## config.mk

```make
export PLATFORM = sky130hd
export DESIGN_NAME = signed_int_to_decimal_ascii
export DESIGN_NICKNAME = d
export VERILOG_FILES = /design/src/hdl/sida_pkg.sv /design/src/hdl/signed_int_to_decimal_ascii.sv
export SDC_FILE = /design/constraint.sdc
export NUM_CORES = 1
export LEC_CHECK = 0
export BUFFER_PORTS_ARGS = -buffer_cell sky130_fd_sc_hd__buf_2
export CAP_MARGIN = 20
export CORE_MARGIN = 5
export CORE_UTILIZATION = 55
export DETAILED_ROUTE_END_ITERATION = 10
export HOLD_SLACK_MARGIN = 0.15
export PLACE_DENSITY_LB_ADDON = 0.2
export SLEW_MARGIN = 10
export SYNTH_ARGS = -nofsm -noshare
export SYNTH_HDL_FRONTEND = slang
export SYNTH_SLANG_ARGS = --single-unit
```

## constraint.sdc

```tcl
create_clock -name clk -period 21.1 [get_ports clk]
set_clock_uncertainty 0.05 [all_clocks]
set_input_delay 0 -clock clk [delete_from_list [all_inputs] [get_ports clk]]
set_output_delay 0 -clock clk [all_outputs]
set_load 0.005 [all_outputs]
```

## src/hdl/sida_pkg.sv

```systemverilog
`default_nettype none
// ----------------------------------------------------------------------------
// sida_pkg: shared constants, types and functions
// Word and digit sizing, character codes and the shift-and-add-3 step
// used by the signed integer to decimal text converter.
// ----------------------------------------------------------------------------
package sida_pkg;

	localparam int WORD_BITS = 32;

	// Decimal digits of the largest magnitude, 2**(WORD_BITS-1).
	// 1233/4096 approximates log10(2) closely enough over 8..64 bits.
	localparam int DIGITS = ((WORD_BITS - 1) * 1233) / 4096 + 1;
	localparam int BCD_W  = 4 * DIGITS;
	localparam int IDX_W  = $clog2(DIGITS);

	// Binary to BCD conversion runs DABBLE_STEPS bit steps per stage.
	localparam int DABBLE_STEPS = 8;
	localparam int NCONV        = (WORD_BITS + DABBLE_STEPS - 1) / DABBLE_STEPS;
	localparam int PAD_W        = NCONV * DABBLE_STEPS;

	localparam int CHAR_W = 6;
	localparam logic [CHAR_W-1:0] CHAR_MINUS = 6'd45;
	localparam logic [CHAR_W-1:0] CHAR_ZERO  = 6'd48;
	localparam logic [CHAR_W-1:0] CHAR_NINE  = 6'd57;

	typedef struct packed {
		logic [PAD_W-1:0] bin;
		logic [BCD_W-1:0] bcd;
	} conv_t;

	// One stage worth of double dabble: correct each digit, then shift one
	// binary bit into the BCD accumulator, most significant bit first.
	function automatic conv_t dabble_steps(conv_t c);
		conv_t r;
		r = c;
		for (int s = 0; s < DABBLE_STEPS; s++) begin
			for (int d = 0; d < DIGITS; d++) begin
				if (r.bcd[d*4 +: 4] >= 4'd5) begin
					r.bcd[d*4 +: 4] = r.bcd[d*4 +: 4] + 4'd3;
				end
			end
			{r.bcd, r.bin} = {r.bcd, r.bin} << 1;
		end
		return r;
	endfunction

	// Index of the most significant non-zero digit, zero when all are zero.
	function automatic logic [IDX_W-1:0] top_digit(logic [BCD_W-1:0] bcd);
		logic [IDX_W-1:0] t;
		t = '0;
		for (int d = 0; d < DIGITS; d++) begin
			if (bcd[d*4 +: 4] != 4'd0) begin
				t = IDX_W'(d);
			end
		end
		return t;
	endfunction

endpackage
`default_nettype wire

```

## src/hdl/signed_int_to_decimal_ascii.sv

```systemverilog
`default_nettype none
// ----------------------------------------------------------------------------
// signed_int_to_decimal_ascii: signed integer to decimal ASCII text
// Converts one two's complement word per input beat into its decimal text,
// one character per output beat, minus sign first, no leading zeros.
// ----------------------------------------------------------------------------
//
//   Channel   Handshake                 Payload             Beats per number
//   input     value_valid / value_ready value               1
//   output    char_valid / char_ready   ascii_char, last    1 to DIGITS + 1
//
// Path: an input beat is registered in a magnitude stage at its accepting
// edge, then passes NCONV double dabble stages (four at 32 bits), the
// character serialiser and the output register before its first character
// is presented. Each number yields 1 to 11 characters at 32 bits; the
// serialiser, one character per cycle while the output is not stalled, sets
// the sustained rate, and consecutive numbers follow with no gap.
// Reset clears every valid bit and the serialiser's busy flag; payload
// registers are not reset. A stall on the output holds the output register
// and backs up through the serialiser and the pipeline stage by stage;
// nothing is dropped or repeated.
//
module signed_int_to_decimal_ascii
	import sida_pkg::*;
(
	input  logic                        clk,
	input  logic                        arst_n,

	input  logic signed [WORD_BITS-1:0] value,
	input  logic                        value_valid,
	output logic                        value_ready,

	output logic [CHAR_W-1:0]           ascii_char,
	output logic                        last,
	output logic                        char_valid,
	input  logic                        char_ready
);

	// ------------------------------------------------------------------
	// Stage 1: sign and magnitude. The most negative value negates to
	// 2**(WORD_BITS-1), which is still exact as an unsigned word.
	// ------------------------------------------------------------------
	logic                 vld_s1;
	logic                 neg_s1;
	logic [WORD_BITS-1:0] mag_s1;
	logic                 ready_s1;

	// Conversion stages, one entry per stage.
	logic  cvld_s  [NCONV];
	logic  cneg_s  [NCONV];
	conv_t conv_s  [NCONV];
	logic  cready  [NCONV];
	logic  ctake   [NCONV];

	// Serialiser state.
	logic             ser_busy_q;
	logic             ser_neg_q;
	logic [IDX_W-1:0] ser_idx_q;
	logic [BCD_W-1:0] ser_bcd_q;
	logic             ser_final;
	logic             ser_can_load;

	// Output register.
	logic              char_valid_q;
	logic [CHAR_W-1:0] char_q;
	logic              last_q;
	logic              out_load;
	logic [3:0]        cur_digit;

	assign ready_s1    = !vld_s1 || cready[0];
	assign value_ready = ready_s1;

	always_ff @(posedge clk or negedge arst_n) begin
		if (!arst_n) begin
			vld_s1 <= 1'b0;
		end else if (ready_s1) begin
			vld_s1 <= value_valid;
		end
	end

	always_ff @(posedge clk) begin
		if (ready_s1 && value_valid) begin
			neg_s1 <= value[WORD_BITS-1];
			mag_s1 <= value[WORD_BITS-1] ? (~$unsigned(value)) + WORD_BITS'(1)
				: $unsigned(value);
		end
	end

	// ------------------------------------------------------------------
	// Double dabble pipeline: each stage shifts DABBLE_STEPS bits of the
	// zero-padded magnitude into the BCD accumulator.
	// ------------------------------------------------------------------
	for (genvar k = 0; k < NCONV; k++) begin : g_conv
		logic  up_vld;
		logic  up_neg;
		conv_t up_conv;

		if (k == 0) begin : g_first
			always_comb begin
				up_vld      = vld_s1;
				up_neg      = neg_s1;
				up_conv.bin = PAD_W'(mag_s1);
				up_conv.bcd = '0;
			end
		end else begin : g_next
			always_comb begin
				up_vld  = cvld_s[k-1];
				up_neg  = cneg_s[k-1];
				up_conv = conv_s[k-1];
			end
		end

		if (k == NCONV - 1) begin : g_tail
			assign ctake[k] = ser_can_load;
		end else begin : g_mid
			assign ctake[k] = cready[k+1];
		end

		assign cready[k] = !cvld_s[k] || ctake[k];

		always_ff @(posedge clk or negedge arst_n) begin
			if (!arst_n) begin
				cvld_s[k] <= 1'b0;
			end else if (cready[k]) begin
				cvld_s[k] <= up_vld;
			end
		end

		always_ff @(posedge clk) begin
			if (cready[k] && up_vld) begin
				cneg_s[k] <= up_neg;
				conv_s[k] <= dabble_steps(up_conv);
			end
		end
	end

	// ------------------------------------------------------------------
	// Serialiser: emits the minus sign if any, then digits from the most
	// significant non-zero one down to the units digit. It takes the next
	// number in the cycle that its final character moves to the output
	// register, so numbers follow one another without a bubble.
	// ------------------------------------------------------------------
	assign out_load     = !char_valid_q || char_ready;
	assign ser_final    = ser_busy_q && !ser_neg_q && (ser_idx_q == '0);
	assign ser_can_load = !ser_busy_q || (out_load && ser_final);
	assign cur_digit    = ser_bcd_q[ser_idx_q*4 +: 4];

	always_ff @(posedge clk or negedge arst_n) begin
		if (!arst_n) begin
			ser_busy_q <= 1'b0;
			ser_neg_q  <= 1'b0;
		end else begin
			if (ser_can_load && cvld_s[NCONV-1]) begin
				ser_busy_q <= 1'b1;
				ser_neg_q  <= cneg_s[NCONV-1];
			end else if (out_load && ser_busy_q) begin
				if (ser_neg_q) begin
					ser_neg_q <= 1'b0;
				end else if (ser_idx_q == '0) begin
					ser_busy_q <= 1'b0;
				end
			end
		end
	end

	always_ff @(posedge clk) begin
		if (out_load && ser_busy_q && !ser_neg_q && (ser_idx_q != '0)) begin
			ser_idx_q <= ser_idx_q - IDX_W'(1);
		end
		if (ser_can_load && cvld_s[NCONV-1]) begin
			ser_bcd_q <= conv_s[NCONV-1].bcd;
			ser_idx_q <= top_digit(conv_s[NCONV-1].bcd);
		end
	end

	// ------------------------------------------------------------------
	// Output register.
	// ------------------------------------------------------------------
	always_ff @(posedge clk or negedge arst_n) begin
		if (!arst_n) begin
			char_valid_q <= 1'b0;
		end else if (out_load) begin
			char_valid_q <= ser_busy_q;
		end
	end

	always_ff @(posedge clk) begin
		if (out_load && ser_busy_q) begin
			if (ser_neg_q) begin
				char_q <= CHAR_MINUS;
				last_q <= 1'b0;
			end else begin
				char_q <= CHAR_ZERO + CHAR_W'(cur_digit);
				last_q <= (ser_idx_q == '0);
			end
		end
	end

	assign char_valid = char_valid_q;
	assign ascii_char = char_q;
	assign last       = last_q;

	// ------------------------------------------------------------------
	// Assertions
	// ------------------------------------------------------------------
	a_char_range: assert property (@(posedge clk) disable iff (!arst_n)
		char_valid |-> (ascii_char == CHAR_MINUS) ||
			((ascii_char >= CHAR_ZERO) && (ascii_char <= CHAR_NINE)))
		else $error("output character outside the minus sign and digits");

	a_last_on_digit: assert property (@(posedge clk) disable iff (!arst_n)
		(char_valid && last) |-> (ascii_char != CHAR_MINUS))
		else $error("last flagged on a minus sign");

	a_minus_first: assert property (@(posedge clk) disable iff (!arst_n)
		(char_valid && char_ready && !last) |=>
			!(char_valid && (ascii_char == CHAR_MINUS)))
		else $error("minus sign inside a number's text");

	a_idx_range: assert property (@(posedge clk) disable iff (!arst_n)
		ser_busy_q |-> ({1'b0, ser_idx_q} < (IDX_W + 1)'(DIGITS)))
		else $error("serialiser digit index beyond the digit count");

	a_more_after: assert property (@(posedge clk) disable iff (!arst_n)
		(char_valid && char_ready && !last) |=> ser_busy_q || char_valid)
		else $error("number's text ended without a last character");

endmodule
`default_nettype wire
```

# ---- Yosys cells after proc, flatten, opt, wreduce, memory -nomap -nowiden
# Memories as Yosys holds them, arrays and structs flattened.
# Cells that the tools add are included.
# Widths: inputs -> output; s select.
dict set report op_classes {
  n_shift 1
  n_mux 577
  n_lt_le_gt_ge 275
  addsub 278
  reduce_logical 42
  bitwise_logic 1
  n_eq_ne 1
}
# cell n
set ops {}
lappend ops {{$mux 4} 513}
lappend ops {{$ge 4x3->1 const B} 275}
lappend ops {{$add 4x2->4 const B} 251}
lappend ops {{$mux 3} 48}
lappend ops {{$add 3x2->3 const B} 24}
lappend ops {{$reduce_bool 4->1} 10}
lappend ops {{$shiftx 40x7->4} 1}
lappend ops {{$add 32x1->32 const B} 1}
lappend ops {{$not 32->32} 1}
lappend ops {{$mux 31} 1}
lappend ops {{$mux 1} 15}
lappend ops {{$logic_and 1x1->1} 12}
lappend ops {{$logic_not 1->1} 8}
lappend ops {{$logic_or 1x1->1} 7}
lappend ops {{$add 5x5->6 const A} 1}
lappend ops {{$reduce_bool 2->1} 3}
lappend ops {{$logic_not 4->1} 1}
lappend ops {{$sub 4x1->4 const B} 1}
lappend ops {{$reduce_and 3->1} 1}
lappend ops {{$ne 2x1->1 const B} 1}
dict set report totals {
  ram_bits 260
  word_cells 1192
  regBits 92
  output_inout_bits 9
  n_memories 2
  in_bits 36
}
# memory depth width read_ports rd_ports_with_merged_regs wr line_no
set memory_table {}
lappend memory_table {conv_s 4 64 4 0 4 signed_int_to_decimal_ascii.sv:51} ;# conv_t conv_s [NCONV];
lappend memory_table {cneg_s 4 1 4 0 4 signed_int_to_decimal_ascii.sv:50} ;# logic cneg_s [NCONV];

# ---- Depth between registers and ports, before layout
dict set report logic_depth {
  depth_word 32
  ltp_mapped 37
  depth_no_buf 36
}

# ---- Least setup slack after synthesis
# No wires, ideal clock.
dict set report synth_path {
  kind {reg-to-reg}
  from {memory conv_s[1][12] in the netlist's numbering}
  to {memory conv_s[2][23] in the netlist's numbering (data pin)}
  path_buffers 2
  arrival_time_ns 6.589
  path_slack_ns 14.202
  synth_period_minus_slack_ns 6.898
  setup_ns 0.259
  path_stages_with_launch 36
  required_ns 20.791
  path_cell_list {edfxtp_1 -> inv_1 -> ha_1 -> nor2b_1 -> or3_1 -> and2_1 -> inv_1 -> ha_1 -> o21bai_1 -> a211oi_1 -> o2bb2ai_1 -> a21oi_1 -> or2_1 -> clkbuf_1 -> inv_1 -> ha_1 -> nand2b_1 -> nand2_1 -> a311oi_2 -> inv_1 -> ha_1 -> o22ai_1 -> a211oi_2 -> a21boi_0 -> mux2i_1 -> clkbuf_1 -> inv_1 -> ha_1 -> o22ai_1 -> a211oi_1 -> a31o_2 -> a211oi_4 -> or2_2 -> o32a_1 -> nor2_1 -> a211o_1}
}
# element line_no
set synth_lines {}
lappend synth_lines {{start, declared} signed_int_to_decimal_ascii.sv:51}

==> flow_metrics.env <==
export IMPL_cts_hold_buf=67
export IMPL_cts_root_buf="clkbuf_16"
export IMPL_setup_tns_ns=0
export IMPL_synth_cells=3091
export IMPL_synthTopCellsByCount="nand2_1, nor2_1, edfxtp_1, a21oi_1, o21ai_0"
export IMPL_dpl_hpwl_mm=41.3
export IMPL_syn_cell_area_um2=26800
export IMPL_antenna_found_initial=1
export IMPL_synth_yosys_seq_area_share_pct=27.3
export IMPL_cts_buffers=29
export IMPL_place_inst=3689
export IMPL_cts_repair_resized=0
export IMPL_regToRegEndpoint="conv_s[2][23]"
export IMPL_crit_fanout=11
export IMPL_grt_pass1_vias=22000
export IMPL_critPathLaunchType="flop"
export IMPL_synth_edf_count=237
export IMPL_startpoint="conv_s[1][16]"
export IMPL_r2r_cells=36
export IMPL_routedWlPerCell_um=14.7
export IMPL_dr_pass1_iters=5
export IMPL_pre_cts_slack_ns=13.08
export IMPL_gr_total_overflow=0
export IMPL_worstSkewPairLatency_ns=0.59
export IMPL_synth_top_area_cell="edfxtp_1"
export IMPL_arrival_ns=8.43
export IMPL_reg2reg_from="conv_s[1][16]"
export IMPL_initial_utilization_pct=55.8
export IMPL_drc=0
export IMPL_critPathMaxStageDelay_ns=0.65
export IMPL_cp_endpoint="conv_s[2][23]"
export IMPL_die_area_um2=53200
export IMPL_slew_headroom_pct=30.9
export IMPL_fin_crit_ns=8.15
export IMPL_drt_total_wl_mm=56.1
export IMPL_fp_dieW_um=231
export IMPL_synth_warnings=0
export IMPL_htree_num_levels=1
export IMPL_max_freq_mhz=123
export IMPL_synth_distinct_cells=135
export IMPL_cts_tree="built"
export IMPL_ff2ff_setup_slack_ns=12.95
export IMPL_viasPerCell=6.12
export IMPL_path_common_cell="ha_1"
export IMPL_clockBufferDepth=3
export IMPL_finalHoldViolCount=0
export IMPL_io_pins=45
export IMPL_grt_pass1_wl_mm=96.0
export IMPL_core_rowCount=80
export IMPL_synth_top_cell_area_share_pct=26.6
export IMPL_synth_nets=3273
export IMPL_crit_path_end_kind="flop"
export IMPL_yosys_register_bits=245
export IMPL_drive_gt1_share_pct=13.0
export IMPL_core_area_um2=47900
export IMPL_report_final_setup_viol=0
export IMPL_num_fill_cells=4005
export IMPL_fin_nets=3355
export IMPL_syn_avg_cell_area_um2=8.66
export IMPL_post_cts_buffers=0
export IMPL_outcome="complete, no violations"
export IMPL_syn2layout_area_growth_pct=9.17
export IMPL_portBuffers=43
export IMPL_cts_sinks=245
export IMPL_cts_clk_slew_worst_paths_ns=0.08
export IMPL_n_antenna_cell=0
export IMPL_grt_util_all_layers_pct=20.0
export IMPL_critPathSlowestCell="xnor2_1"
export IMPL_place_gp_congestion=0.828
export IMPL_maxSlewViolCount=0
export IMPL_drtIter0Drc=1435
export IMPL_synthArstFlopShare_pct=3.27
export IMPL_min_period_over_period_pct=38.6
export IMPL_hold_path_class="in -> reg"
export IMPL_ys_top_cells_by_area="edfxtp_1, ha_1, a21oi_1"
export IMPL_grt_start_max_net_pins=42
export IMPL_critPathRequiredTime_ns=21.39
export IMPL_antenna_left=0
export IMPL_final_cells=3811
export IMPL_setup_slack_ns=12.95
export IMPL_via_count=23300
export IMPL_synthFlopType="edfxtp_1"
export IMPL_yosysMostFrequentCell="nand2_1"
export IMPL_tightestPinTransition_ns=1.04
export IMPL_rsz0062_at_grt="no"
export IMPL_die_h_um=231
export IMPL_max_cap_violations=0
export IMPL_critPathKind="reg -> reg"
==> state kept, by name (all words and copies together), names as in the netlist <==
name / cells
ascii_char: 5
ser_busy_q: 1
cneg_s: 4
last: 1
mag_s1: 32
g_conv.up_vld: 4
char_valid: 1
g_conv.up_neg: 1
cvld_s: 1
ser_neg_q: 1
ser_idx_q: 4
ser_bcd_q: 40
conv_s: 150
==> routing by layer <==
layer	up-vias	global-route usage, %	wire length (um)
met5	-	0	0
met4	0	3.88	858
met3	68	2.14	1780
met2	393	37.2	28000
met1	11000	25.4	25400
li1	11900	-	-
==> cell families (layout without fill, tap and decap cells) <==
kind of cell	Yosys count	after routing	synth area share [%]
adders and majority gates	149	149	6.94
DFF	245	245	27.3
buffers and inverters	270	375	3.91
and+or+nand+nor	978	978	18.4
other	1	1	0.0140
xor gates and xnor gates	156	156	6.18
muxes	175	175	7.52
AOI/OAI and AO/OA	1117	1117	29.7
==> critical path, delay by kind of cell (launching register included) <==
| family | cells | cell delay, ns |
|---|---|---|
| AOI/OAI and AO/OA | 14 | 3.07 |
| buffers and inverters | 5 | 0.55 |
| xor gates and xnor gates | 1 | 0.65 |
| adders and majority gates | 6 | 1.38 |
| and+or+nand+nor | 10 | 1.71 |
| DFF | 1 | 0.47 |
==> cells in the final DEF (no fill, tap or decap), drive strengths merged, types with 73 or more instances in the layout <==
master	instances
inv	206
a21oi	242
ha	146
nor3	73
o21ai	261
mux2i	107
nand2	246
nand2b	81
xnor2	125
edfxtp	237
nor2	239
==> stage by stage <==
| step | hold slack (ns) | util [%] | instance area, um2 |
|---|---|---|---|
| after floorplan | -0.346 | - | 26800 |
| after global placement | -0.158 | 57.5 | 27600 |
| after detailed placement | -0.149 | 57.5 | 27600 |
| after CTS | 0.214 | 60.9 | 29200 |
| after global routing | 0.261 | 61.0 | 29200 |
| final | 0.228 | 61.0 | 29200 |
==> how the worst min path moves through the flow <==
stage / start / endpoint / slack, ns / depth (start not counted)
2_1_floorplan: arst_n / char_valid / -0.35 / 0
3_3_place_gp: arst_n / ser_neg_q / -0.16 / 1
3_5_place_dp: arst_n / ser_neg_q / -0.15 / 1
4_1_cts: value[30] / mag_s1[30] / 0.21 / 3
5_1_grt: char_ready / char_valid / 0.26 / 4
6_report: char_ready / char_valid / 0.23 / 4
==> cell type report <==
class | count | area (um2) | area share (%)
Timing Repair Buffer | 122 | 976 | 3.34
Sequential cell | 245 | 7320 | 25.0
Inverter | 199 | 748 | 2.56
Clock inverter | 25 | 267 | 0.912
Tap cell | 615 | 769 | 2.63
Clock buffer | 29 | 726 | 2.48
Multi-Input combinational cell | 2576 | 18400 | 63.0
Power is left out: the tool's default activity adds up to more than one toggle a clock period on the data nets, which glitch-free logic cannot reach.
